$ cat src/sv/iec_sfp_pkg.sv
// ----------------------------------------------------------------------------
// iec_sfp_pkg
// Constants, register indexes and shared types of the subframe packer.
// ----------------------------------------------------------------------------
package iec_sfp_pkg;

    // Field widths
    localparam int SAMPLE_W    = 16;
    localparam int WORD_W      = 32;
    localparam int CHCNT_W     = 4;
    localparam int STATUS_W    = 42;
    localparam int FRAME_W     = 8;
    localparam int CHAN_W      = 3;
    localparam int CFG_IDX_W   = 2;
    localparam int CFG_DATA_W  = STATUS_W;
    localparam int STAT_IDX_W  = 6;

    // Block structure
    localparam logic [FRAME_W-1:0] BLOCK_LAST    = 8'd191;
    localparam logic [FRAME_W-1:0] STATUS_FRAMES = 8'd42;
    localparam logic [CHCNT_W-1:0] MIN_CHANNELS  = 4'd2;
    localparam logic [CHCNT_W-1:0] MAX_CHANNELS  = 4'd8;

    // Channel number field inside the status word
    localparam int CHAN_FIELD_LSB = 20;
    localparam int CHAN_FIELD_MSB = 23;

    // Subframe word bit positions
    localparam int B_BIT      = 28;
    localparam int P_BIT      = 27;
    localparam int C_BIT      = 26;
    localparam int SAMPLE_LSB = 8;
    localparam int SAMPLE_MSB = SAMPLE_LSB + SAMPLE_W - 1;

    // Configuration register indexes
    localparam logic [CFG_IDX_W-1:0] CFG_IDX_CHANNEL_COUNT = 2'd0;
    localparam logic [CFG_IDX_W-1:0] CFG_IDX_STATUS_WORD   = 2'd1;

    // Settings seen by the sequencer
    typedef struct packed {
        logic [CHCNT_W-1:0]  channels;   // clamped to 2..8
        logic [STATUS_W-1:0] status;
    } cfg_t;

    // Per-subframe flags from the sequencer
    typedef struct packed {
        logic block_start;
        logic status_bit;
    } frame_info_t;

endpackage

$ cat src/sv/iec_sfp_cfg.sv
// ----------------------------------------------------------------------------
// iec_sfp_cfg
// Configuration registers; presents the clamped channel count and status word.
// ----------------------------------------------------------------------------
module iec_sfp_cfg import iec_sfp_pkg::*; (
    input  logic                  aclk,
    input  logic                  aresetn,
    input  logic                  cfg_valid,
    input  logic [CFG_IDX_W-1:0]  cfg_index,
    input  logic [CFG_DATA_W-1:0] cfg_data,
    output cfg_t                  cfg
);

    logic [CHCNT_W-1:0]  chcnt_reg;
    logic [CHCNT_W-1:0]  chcnt_next;
    logic [STATUS_W-1:0] status_reg;
    logic [STATUS_W-1:0] status_next;

    // Decode a register write
    always_comb begin
        chcnt_next  = chcnt_reg;
        status_next = status_reg;
        if (cfg_valid) begin
            case (cfg_index)
                CFG_IDX_CHANNEL_COUNT: chcnt_next  = cfg_data[CHCNT_W-1:0];
                CFG_IDX_STATUS_WORD:   status_next = cfg_data[STATUS_W-1:0];
                default: ;
            endcase
        end
    end

    always_ff @(posedge aclk) begin
        if (!aresetn) begin
            chcnt_reg  <= MIN_CHANNELS;
            status_reg <= '0;
        end else begin
            chcnt_reg  <= chcnt_next;
            status_reg <= status_next;
        end
    end

    // Clamp the channel count into its legal range
    always_comb begin
        cfg.status = status_reg;
        if (chcnt_reg < MIN_CHANNELS) begin
            cfg.channels = MIN_CHANNELS;
        end else if (chcnt_reg > MAX_CHANNELS) begin
            cfg.channels = MAX_CHANNELS;
        end else begin
            cfg.channels = chcnt_reg;
        end
    end

endmodule

$ cat src/sv/iec_sfp_seq.sv
// ----------------------------------------------------------------------------
// iec_sfp_seq
// Frame and channel counters; selects the block-start and status bits.
// ----------------------------------------------------------------------------
module iec_sfp_seq import iec_sfp_pkg::*; (
    input  logic        aclk,
    input  logic        aresetn,
    input  logic        advance,
    input  logic        restart,
    input  cfg_t        cfg,
    output frame_info_t info
);

    logic [FRAME_W-1:0]  frame_reg;
    logic [FRAME_W-1:0]  frame_next;
    logic [CHAN_W-1:0]   chan_reg;
    logic [CHAN_W-1:0]   chan_next;
    logic [FRAME_W-1:0]  frame_cur;
    logic [CHAN_W-1:0]   chan_cur;
    logic [CHCNT_W-1:0]  chan_num;
    logic [STATUS_W-1:0] status_ch;

    // Restart clears both counters ahead of this subframe
    assign frame_cur = restart ? '0 : frame_reg;
    assign chan_cur  = restart ? '0 : chan_reg;
    assign chan_num  = {1'b0, chan_cur} + CHCNT_W'(1);

    // Insert the channel number and pick this frame's status bit
    always_comb begin
        status_ch = cfg.status;
        status_ch[CHAN_FIELD_MSB:CHAN_FIELD_LSB] = chan_num;
        info.block_start = (frame_cur == '0);
        if (frame_cur < STATUS_FRAMES) begin
            info.status_bit = status_ch[frame_cur[STAT_IDX_W-1:0]];
        end else begin
            info.status_bit = 1'b0;
        end
    end

    // Advance channel, and frame at the last channel
    always_comb begin
        frame_next = frame_reg;
        chan_next  = chan_reg;
        if (advance) begin
            if (chan_num >= cfg.channels) begin
                chan_next  = '0;
                frame_next = (frame_cur == BLOCK_LAST) ? '0 : frame_cur + FRAME_W'(1);
            end else begin
                chan_next  = chan_num[CHAN_W-1:0];
                frame_next = frame_cur;
            end
        end
    end

    always_ff @(posedge aclk) begin
        if (!aresetn) begin
            frame_reg <= '0;
            chan_reg  <= '0;
        end else begin
            frame_reg <= frame_next;
            chan_reg  <= chan_next;
        end
    end

endmodule

$ cat src/sv/iec_sfp_pack.sv
// ----------------------------------------------------------------------------
// iec_sfp_pack
// Assembles the subframe word: sample, status, even parity and block start.
// ----------------------------------------------------------------------------
module iec_sfp_pack import iec_sfp_pkg::*; (
    input  logic [SAMPLE_W-1:0] sample,
    input  frame_info_t         info,
    output logic [WORD_W-1:0]   word
);

    // Unused bits stay zero
    always_comb begin
        word = '0;
        word[SAMPLE_MSB:SAMPLE_LSB] = sample;
        word[C_BIT] = info.status_bit;
        word[P_BIT] = (^sample) ^ info.status_bit;
        word[B_BIT] = info.block_start;
    end

endmodule

$ cat src/sv/iec60958_subframe_packer.sv
// ----------------------------------------------------------------------------
// iec60958_subframe_packer
// Packs interleaved 16-bit PCM samples into 32-bit IEC 60958 subframe words.
//
// One sample in, one subframe word out, one transaction per clock when both
// sides are ready. An accepted sample is held in an input register, and the
// word is formed by short logic into the output register when that register
// is free or draining; m_valid then rises and the word can leave. The output
// register decouples the two sides: a new sample is taken while a finished
// word still waits. Frame (0..191) and channel counters advance as each word
// is formed; setting s_start_of_transfer restarts both before that sample.
// Configuration (index 0: channel count, clamped to 2..8; index 1: 42
// channel-status bits) is always accepted and should only be written while
// the block is idle.
// ----------------------------------------------------------------------------
module iec60958_subframe_packer import iec_sfp_pkg::*; (
    input  logic                  aclk,
    input  logic                  aresetn,
    // Sample input
    input  logic                  s_valid,
    output logic                  s_ready,
    input  logic [SAMPLE_W-1:0]   s_sample,
    input  logic                  s_start_of_transfer,
    // Subframe output
    output logic                  m_valid,
    input  logic                  m_ready,
    output logic [WORD_W-1:0]     m_subframe_word,
    // Configuration writes
    input  logic                  cfg_valid,
    output logic                  cfg_ready,
    input  logic [CFG_IDX_W-1:0]  cfg_index,
    input  logic [CFG_DATA_W-1:0] cfg_data
);

    logic                in_valid_reg;
    logic                in_valid_next;
    logic [SAMPLE_W-1:0] sample_reg;
    logic                sot_reg;
    logic                out_valid_reg;
    logic                out_valid_next;
    logic [WORD_W-1:0]   word_reg;
    logic [WORD_W-1:0]   word_next;
    logic                advance;
    logic                s_take;
    cfg_t                cfg;
    frame_info_t         info;

    assign cfg_ready = 1'b1;

    iec_sfp_cfg u_cfg (
        .aclk      (aclk),
        .aresetn   (aresetn),
        .cfg_valid (cfg_valid),
        .cfg_index (cfg_index),
        .cfg_data  (cfg_data),
        .cfg       (cfg)
    );

    // Move the held sample on when the output register is free or draining
    assign advance = in_valid_reg && (!out_valid_reg || m_ready);
    assign s_ready = !in_valid_reg || advance;
    assign s_take  = s_valid && s_ready;

    iec_sfp_seq u_seq (
        .aclk    (aclk),
        .aresetn (aresetn),
        .advance (advance),
        .restart (sot_reg),
        .cfg     (cfg),
        .info    (info)
    );

    iec_sfp_pack u_pack (
        .sample (sample_reg),
        .info   (info),
        .word   (word_next)
    );

    // Hold valid until the next stage takes the transaction
    assign in_valid_next  = s_take || (in_valid_reg && !advance);
    assign out_valid_next = advance || (out_valid_reg && !m_ready);

    always_ff @(posedge aclk) begin
        if (!aresetn) begin
            in_valid_reg  <= 1'b0;
            out_valid_reg <= 1'b0;
        end else begin
            in_valid_reg  <= in_valid_next;
            out_valid_reg <= out_valid_next;
        end
    end

    // Payload registers
    always_ff @(posedge aclk) begin
        if (s_take) begin
            sample_reg <= s_sample;
            sot_reg    <= s_start_of_transfer;
        end
        if (advance) begin
            word_reg <= word_next;
        end
    end

    assign m_valid         = out_valid_reg;
    assign m_subframe_word = word_reg;

endmodule

$ cat config.mk
export PLATFORM = sky130hd
export DESIGN_NAME = iec60958_subframe_packer
export DESIGN_NICKNAME = d
export VERILOG_FILES = /design/src/sv/iec_sfp_pkg.sv /design/src/sv/iec_sfp_cfg.sv /design/src/sv/iec_sfp_seq.sv /design/src/sv/iec_sfp_pack.sv /design/src/sv/iec60958_subframe_packer.sv
export SDC_FILE = /design/constraint.sdc
export NUM_CORES = 1
export LEC_CHECK = 0
export CAP_MARGIN = 20
export CORE_ASPECT_RATIO = 1.1
export CORE_UTILIZATION = 30
export CTS_CLUSTER_SIZE = 24
export DETAILED_ROUTE_END_ITERATION = 6
export DONT_BUFFER_PORTS = 1
export SYNTH_ARGS = -nofsm -noshare
export SYNTH_HDL_FRONTEND = slang
export SYNTH_SLANG_ARGS = --single-unit
$ cat constraint.sdc
create_clock -name aclk -period 6.9 [get_ports aclk]
set_input_delay 0.69 -clock aclk [delete_from_list [all_inputs] [get_ports aclk]]
set_output_delay 0.69 -clock aclk [all_outputs]
set_load 0.03 [all_outputs]
==> impl_metrics.yaml, run 1 <==
clock_network:
  cts-root-buf: "clkbuf_16"
  htree_levels: 3
  postCtsHoldBufs: 0
  clk_latency_ns: 0.34
  post_cts_buffers: 0
  clock-sinks: 91
  ctsLongestPathBuffers: 2
  cts_buffers: 9
  ctsResizeCount: 0
  cts.reportedPaths.clkPinSlew_ns: 0.06
  cts_tree: "yes"
sta:
  final_max_slew_viol_count: 0
  tns_ns: 0
  worst_pin_slew_ns: 0.930
  finalWorstSetupSlack_ns: 3.94
  slew_headroom: 0.379
  rsz0062_at_grt: "false"
  period_minus_slack_ns: 2.96
  finalCritPeriodShare: 0.429
  finClkSkew_ns: 0.00352
  hold_viol_final: 0
  fmax_ghz: 0.337
  setup_violations: 0
finish:
  final_cells: 606
  largest_reg_flops: 38
  layout-drive-gt1-share: 0.0694
  diodes: 0
  area_growth_pct: 9.44
  nNetsFinal: 486
  utilization: 0.336
  fillers: 1446
hold_path:
  hold_path.startpoint: "s_sample[9]"
  hp-class: "input port to register"
  holdPathEnd: "sample_reg[9]"
  hold_depth: 0
floorplanning:
  initial_core_util: 0.307
  die-area_um2: 14700
  core_area_um2: 13900
  die_h_um: 127
  ioPinCount: 101
  row_count: 45
  die_w_um: 116
setup_path:
  reg2reg_to: "u_seq.frame_reg[3]"
  critical-path-top-delay-family: "compound AO/OA/AOI/OAI gates"
  start_kind: "register"
  crit_required_ns: 7.18
  crit_fanout: 19
  rrSetupSlack_ns: 3.94
  arrival_ns: 3.24
  critPathSlowestCell: "edfxtp_1"
  r2r-start: "sot_reg"
  cpPeakStageDelay_ns: 0.79
  worstPathCellList: "and2b_1 > ha_1 > ha_1 > a21o_1 > a21o_1 > a21oi_4 > o21ai_1 > a211o_1 > a21boi_1"
  r2r_cells: 9
  crit_type: "register to register"
  crit_buf_inv: 0
  worst-path-stages: 9
  critPathLaunch: "sot_reg"
  end_kind: "register"
yosys:
  synthArstFlopShare: 0
  synth_edf_count: 36
  ys_seq_elements: 91
  synth-main-ff-cell: "dfxtp_1"
  syn_area_per_cell_um2: 9.97
  yosys_warnings: 0
  syn_inst: 427
  ys_types: 55
  syn_area_um2: 4260
  synth-seq-area-share: 0.513
run:
  cap_violations: 0
power_and_ir_drop:
  seqPwrFrac: 0.504
  p_leak_nw: 1.57
  power.density_nw_per_um2: 259
  p_sw_mw: 0.272
  p_total_mw: 1.21
  peakVddDrop_v: 0.000125
  swShare: 0.226
  pwr-share-comb: 0.070
  clkPwrFrac: 0.426
  internal_power_mw: 0.935
routing:
  dr.pass1.iters: 4
  drt-total-wl_um: 8260
  via_count: 2887
  post_drt_wl_per_cell_um: 13.6
  drt_iter0_drc: 203
  drc_errors: 0
  viasPerCell: 4.76
  ant_nets: 0
placed_design:
  dpl.hpwl_um: 5790
  dp.cells: 590
  portBuffers: 0
  gp_congestion: 0.853
  dpl_worst_slack_ns: 3.97
global_route:
  grt_pass1_vias: 2758
  grt_pass1_wl_um: 13500
  antenna_found_initial: 0
  grt_overflow: 0
  grt_max_degree: 60
  grt_usage: 0.122
run_status:
  outcome: "complete, no violations"
[per-layer routing]
layer | vias up | global-route usage | part of all wire
met5 | - | 0 | 0
met4 | 0 | 0.0642 | 0.024
met3 | 18 | 0.0440 | 0.077
met2 | 100 | 0.199 | 0.47
met1 | 1346 | 0.137 | 0.43
li1 | 1423 | - | -
[worst max path at each step]
stage | slack, ns | end
after floorplan | 4.41 | u_seq.frame_reg[3]
after global placement | 3.98 | u_seq.frame_reg[3]
after detailed placement | 3.97 | u_seq.frame_reg[3]
after CTS | 3.95 | u_seq.frame_reg[3]
after global routing | 3.78 | u_seq.frame_reg[3]
final | 3.94 | u_seq.frame_reg[3]
[power groups by stage]
stage          Combinational (mW)  Sequential (mW)  Clock [mW]
3_3_place_gp               0.0836            0.620           0
5_1_grt                    0.0938            0.612       0.556
3_5_place_dp               0.0853            0.621           0
6_report                   0.0841            0.609       0.514
4_1_cts                    0.0855            0.609       0.529
2_1_floorplan              0.0842            0.616           0
[logic make-up after synthesis]
logic type | after synthesis | synth area share
AO/OA/AOI/OAI | 90 | 0.150
XOR/XNOR | 18 | 0.0370
buffers and inverters | 47 | 0.0576
flip-flops | 91 | 0.513
other | 2 | 0.00176
multiplexers | 18 | 0.0544
adder cells (fa/ha/maj) | 7 | 0.0206
AND/OR/NAND/NOR | 154 | 0.166
[synthesized netlist by cell type, drive strengths merged, types with 5 or more instances]
cell type,instances,share of area
clkbuf,17,0.015
nor3,5,0.0059
nand2,97,0.086
edfxtp,36,0.25
nand3,10,0.013
dfxtp,55,0.26
nor2b,8,0.012
a21boi,45,0.079
o21ai,13,0.015
nor2,8,0.0071
a21o,5,0.0088
ha,7,0.021
nand4,6,0.0088
a21oi,10,0.014
mux2i,13,0.031
buf,23,0.036
xnor2,16,0.033
inv,7,0.0062
[layout make-up]
cell class	instances	area [um^2]	area share
inverters	7	26.3	0.00564
flip-flops and latches	91	2180	0.469
repair buffers	3	22.5	0.00484
clock inverters	7	92.6	0.0199
clock buffers	9	225	0.0484
well taps	188	235	0.0505
multi-input cells	301	1870	0.402
[stage by stage]
stage               hold slack [ns]  instance area, um^2
finish                        0.437                 4660
detailed placement            0.457                 4340
global placement              0.448                 4340
CTS                           0.424                 4660
floorplan                     0.439                 4300
global route                  0.414                 4660
[placed cells by master, fill, tap and decap left out, types with 3 or more instances in the layout]
cell type   n
nor2_1      8
nand2b_1    4
buf_4       3
o211ai_1    4
nand4_1     6
conb_1     14
a21boi_1    3
ha_1        7
inv_1       5
o21ai_0    11
mux4_2      4
nor2b_1     8
dfxtp_1    55
a21boi_0   42
nand3_1     9
a21o_1      5
nand2_1    96
xnor2_1    16
edfxtp_1   36
clkbuf_16   9
mux2i_1    13
a21oi_1     9
nor3_1      5
a211oi_1    3
Power figures use the tool's default switching activity.
==> run 2: changes to the inputs <==
==> constraint.sdc (replaced) <==
create_clock -name aclk -period 2.75 [get_ports aclk]
set_input_delay 0.275 -clock aclk [delete_from_list [all_inputs] [get_ports aclk]]
set_output_delay 0.275 -clock aclk [all_outputs]
set_load 0.03 [all_outputs]
==> run 2 against run 1 <==
Compared with the run above:
- cell area rose by 0.89%
- via count shrank 0.66%
- fmax increased by 18%
- critical path type unchanged
- clock power grew 150%
- sequential share of layout area is 0.41 points lower
- sequential power up 150%
- highest routed layer unchanged
- setup slack got worse by 3.7 ns
- critical path depth unchanged
==> impl_metrics.yaml, run 2 (synthesis gave the netlist of run 1 again) <==
global_route:
  grt_pass1_wl_um: 13900
  grt_usage: 0.124
  grt_pass1_vias: 2776
  grt_overflow: 0
  antenna_found_initial: 0
  grt_max_degree: 60
setup_path:
  crit_fanout: 9
  start_kind: "register"
  critical-path-top-delay-family: "compound AO/OA/AOI/OAI gates"
  end_kind: "register"
  arrival_ns: 2.80
  cpPeakStageDelay_ns: 0.42
  cpMostUsedCell: "a21o_1"
  critPathSlowestCell: "edfxtp_1"
  crit_buf_inv: 0
  crit_type: "register to register"
  crit_required_ns: 3.03
  worstPathCellList: "and2b_1 > ha_1 > ha_1 > a21o_1 > a21o_1 > a21o_1 > a31oi_1 > a32oi_1 > nor2b_1"
clock_network:
  clk_latency_ns: 0.34
  cts-root-buf: "clkbuf_16"
  postCtsHoldBufs: 0
  ctsLongestPathBuffers: 2
  post_cts_buffers: 0
  cts.reportedPaths.clkPinSlew_ns: 0.07
  clock-sinks: 91
  ctsResizeCount: 0
  cts_tree: "yes"
  cts_buffers: 9
  htree_levels: 3
sta:
  fmax_ghz: 0.397
  finalCritPeriodShare: 0.916
  worst_pin_slew_ns: 0.977
  final_max_slew_viol_count: 0
  hold_viol_final: 0
  finClkSkew_ns: 0.00510
  tns_ns: 0
  setup_violations: 0
  slew_headroom: 0.347
  rsz0062_at_grt: "false"
  period_minus_slack_ns: 2.52
routing:
  post_drt_wl_per_cell_um: 14.0
  viasPerCell: 4.68
  dr.pass1.iters: 4
  routed.top_layer: "met4"
  wl_met1_um: 3870
  ant_nets: 0
  wl_met2_um: 4070
  drt-total-wl_um: 8570
  wl_met3_um: 499
  via_count: 2868
  drt_iter0_drc: 249
  drc_errors: 0
floorplanning:
  ioPinCount: 101
  initial_core_util: 0.307
  die_h_um: 127
  core_area_um2: 13900
  die_w_um: 116
  row_count: 45
  die-area_um2: 14700
finish:
  diodes: 0
  nNetsFinal: 493
  stdcell_area_um2: 4700
  largest_reg_flops: 38
  final_common_cell: "nand2_1"
  area_growth_pct: 10.4
  final_cell_mix: "nand2_1, dfxtp_1, a21boi_0"
  layout-drive-gt1-share: 0.0871
power_and_ir_drop:
  p_leak_nw: 1.61
  power.density_nw_per_um2: 642
  peakVddDrop_v: 0.000234
placed_design:
  placed_area_um2: 4390
  portBuffers: 0
  dpl.hpwl_um: 6060
  gp_congestion: 0.816
run:
  cap_violations: 0
run_status:
  outcome: "complete, no violations"
hold_path:
  hp-class: "input port to register"
-- run 2: cell types whose count changed in the layout (fill, tap and decap cells not counted) --
cell / before / now
clkinvlp_2: 1 / 0
bufinv_16: 2 / 1
buf_4: 3 / 10
clkinv_1: 1 / 0
inv_6: 0 / 5
clkinvlp_4: 2 / 1
clkinv_4: 1 / 0
-- run 2: path summary, 6_finish.rpt --
path	from	to	cells past startpoint	slack, ns
min reg2reg	u_cfg.status_reg[12]	u_cfg.status_reg[12]	2	0.46
min	s_sample[1]	sample_reg[1]	0	0.03
max reg2reg	sot_reg	u_seq.frame_reg[0]	9	0.23
max	sot_reg	u_seq.frame_reg[0]	9	0.23
-- run 2: through the flow --
| stage | setup WS [ns] | total power, mW | utilization | instances | hold slack (ns) |
|---|---|---|---|---|---|
| finish | 0.232 | 3.02 | 0.339 | 613 | 0.0254 |
| global route | 0.00894 | 3.15 | 0.339 | 613 | 0.00626 |
| CTS | 0.248 | 3.06 | 0.339 | 613 | 0.0112 |
| floorplan | 0.256 | 1.76 | - | 439 | 0.374 |
| global placement | 0.288 | 1.77 | 0.317 | 597 | 0.371 |
| detailed placement | 0.280 | 1.78 | 0.317 | 597 | 0.374 |
-- run 2: report_power, final --
group	switching, mW	total [mW]	internal [mW]
sequential	0.0568	1.52	1.47
combinational	0.129	0.221	0.0924
clock	0.551	1.27	0.721
-- run 2: worst register-to-register path, stage by stage (launching register included) --
cell	delay, ns
edfxtp_1	0.42
and2b_1	0.27
ha_1	0.28
ha_1	0.30
a21o_1	0.15
a21o_1	0.21
a21o_1	0.30
a31oi_1	0.26
a32oi_1	0.15
nor2b_1	0.12
-- run 2: area by class of cell --
class,count,area (um^2)
clock buffers,9,225
clock inverters,7,81.3
fillers,1416,9150
inverters,7,26.3
multi-input cells,301,1870
flip-flops and latches,91,2180
well taps,188,235
repair buffers,10,75.1
-- run 2: layer usage --
layer | GRT usage | up-vias
met1 | 0.152 | 1328
met5 | 0 | -
met3 | 0.0339 | 12
met2 | 0.204 | 93
li1 | - | 1435
met4 | 0.0497 | 0
==> run 3: changes to the inputs <==
--- a/config.mk
+++ b/config.mk
@@ -7,7 +7,7 @@
 export LEC_CHECK = 0
 export CAP_MARGIN = 20
 export CORE_ASPECT_RATIO = 1.1
-export CORE_UTILIZATION = 30
+export CORE_UTILIZATION = 35
 export CTS_CLUSTER_SIZE = 24
 export DETAILED_ROUTE_END_ITERATION = 6
 export DONT_BUFFER_PORTS = 1
==> run 3 against run 2 <==
Compared with the run above:
- cell count down 6.0%
- non-clock buffer count up 1
- die area down 14%
- power down 4.9%
- via count up 0.91%
- routed wire length down 2.3%
- combinational power about the same
- hold slack better by 0.0070 ns
- clock skew down 0.00078 ns
- sequential share of layout area up 0.78 points
- largest power group unchanged
- highest routed layer unchanged
==> impl_metrics.yaml, run 3 (synthesis gave the netlist of run 1 again) <==
clock_network:
  cts_buffers: 9
  cts_tree: "yes"
  ctsResizeCount: 0
  post_cts_buffers: 0
  cts.reportedPaths.clkPinSlew_ns: 0.06
  htree_levels: 3
  cts-root-buf: "clkbuf_16"
  clock-sinks: 91
  ctsLongestPathBuffers: 2
  clk_latency_ns: 0.34
  postCtsHoldBufs: 0
floorplanning:
  row_count: 41
  ioPinCount: 101
  core_area_um2: 11600
  initial_core_util: 0.365
  die_w_um: 107
  die-area_um2: 12600
  die_h_um: 118
routing:
  ant_nets: 0
  dr.pass1.iters: 4
  via_count: 2894
  drt-total-wl_um: 8380
  viasPerCell: 5.02
  post_drt_wl_per_cell_um: 14.5
  drt_iter0_drc: 169
  drc_errors: 0
sta:
  fmax_ghz: 0.392
  setup_violations: 0
  tns_ns: 0
  period_minus_slack_ns: 2.55
  hold_viol_final: 0
  finalWorstSetupSlack_ns: 0.199
  finClkSkew_ns: 0.00432
  final_max_slew_viol_count: 0
  worst_pin_slew_ns: 0.801
  slew_headroom: 0.465
  finalCritPeriodShare: 0.928
  rsz0062_at_grt: "false"
setup_path:
  crit_type: "register to register"
  critical-path-top-delay-family: "compound AO/OA/AOI/OAI gates"
  crit_buf_inv: 0
  critPathSlowestCell: "edfxtp_1"
  end_kind: "register"
  cpPeakStageDelay_ns: 0.42
  arrival_ns: 2.81
  crit_fanout: 8
  start_kind: "register"
  worst-path-stages: 9
  r2r-start: "sot_reg"
  reg2reg_to: "u_seq.frame_reg[3]"
  setup.worst_path.end: "u_seq.frame_reg[3]"
  crit_required_ns: 3.01
  r2r_cells: 9
  rrSetupSlack_ns: 0.20
  critPathLaunch: "sot_reg"
  worstPathCellList: "and2b_1 > ha_1 > ha_1 > a21o_1 > a21o_1 > a21oi_4 > o21ai_0 > a211o_1 > a21boi_1"
power_and_ir_drop:
  peakVddDrop_v: 0.000247
  swShare: 0.243
  p_leak_nw: 1.60
  internal_power_mw: 2.17
  power.density_nw_per_um2: 621
  pwr-share-comb: 0.077
  seqPwrFrac: 0.532
  clkPwrFrac: 0.391
  p_sw_mw: 0.696
finish:
  diodes: 0
  nNetsFinal: 494
  final_common_cell: "nand2_1"
  stdcell_area_um2: 4620
  layout-drive-gt1-share: 0.0845
  area_growth_pct: 8.59
  final_cell_mix: "nand2_1, dfxtp_1, a21boi_0"
  largest_reg_flops: 38
global_route:
  grt_usage: 0.140
  antenna_found_initial: 0
  grt_overflow: 0
  grt_max_degree: 60
  grt_pass1_vias: 2790
  grt_pass1_wl_um: 13800
hold_path:
  hp-class: "input port to register"
  hold_depth: 0
placed_design:
  portBuffers: 0
  dpl_worst_slack_ns: 0.258
  placed_area_um2: 4350
  dpl.hpwl_um: 6000
  gp_congestion: 0.835
run:
  cap_violations: 0
run_status:
  outcome: "complete, no violations"
[run 3: cell types whose count changed in the layout (fill, tap and decap cells not counted), sizes merged]
cell,before,now
clkinv,0,4
inv,12,9
buf,10,11
bufinv,1,0
clkbuf,9,10
clkinvlp,1,0
[run 3: per-layer routing]
layer / GRT usage / part of all wire / vias up
li1: - / - / 1443
met1: 0.177 / 0.46 / 1341
met2: 0.217 / 0.46 / 97
met3: 0.0515 / 0.061 / 13
met4: 0.0514 / 0.019 / 0
met5: 0 / 0 / -
[run 3: power groups by stage]
stage          Sequential, mW  Clock (mW)  Combinational [mW]
2_1_floorplan            1.55           0               0.211
4_1_cts                  1.53        1.16               0.223
3_5_place_dp             1.56           0               0.223
5_1_grt                  1.53        1.21               0.247
6_report                 1.53        1.12               0.221
3_3_place_gp             1.55           0               0.216
[run 3: worst min-delay path by stage]
stage | startpoint | slack [ns] | end
floorplan | s_sample[0] | 0.37 | sample_reg[0]
global placement | aresetn | 0.37 | u_cfg.chcnt_reg[1]
detailed placement | s_sample[11] | 0.37 | sample_reg[11]
CTS | s_sample[2] | 0.01 | sample_reg[2]
global route | s_start_of_transfer | 0.008 | sot_reg
finish | s_sample[10] | 0.03 | sample_reg[10]
[run 3: stage by stage]
step | utilization | hold slack [ns] | instances | total power [mW]
floorplan | - | 0.374 | 439 | 1.76
global placement | 0.374 | 0.372 | 560 | 1.77
finish | 0.397 | 0.0323 | 576 | 2.87
global route | 0.397 | 0.00816 | 576 | 2.99
detailed placement | 0.374 | 0.374 | 560 | 1.78
CTS | 0.397 | 0.0149 | 576 | 2.91
[run 3: final cells by class]
cell class / count / area, um^2
timing repair buffer: 11 / 82.6
multi-input combinational: 301 / 1870
fill: 1137 / 7020
clock inverter: 6 / 40.0
tap: 150 / 188
sequential: 91 / 2180
inverter: 7 / 26.3
clock buffer: 10 / 229
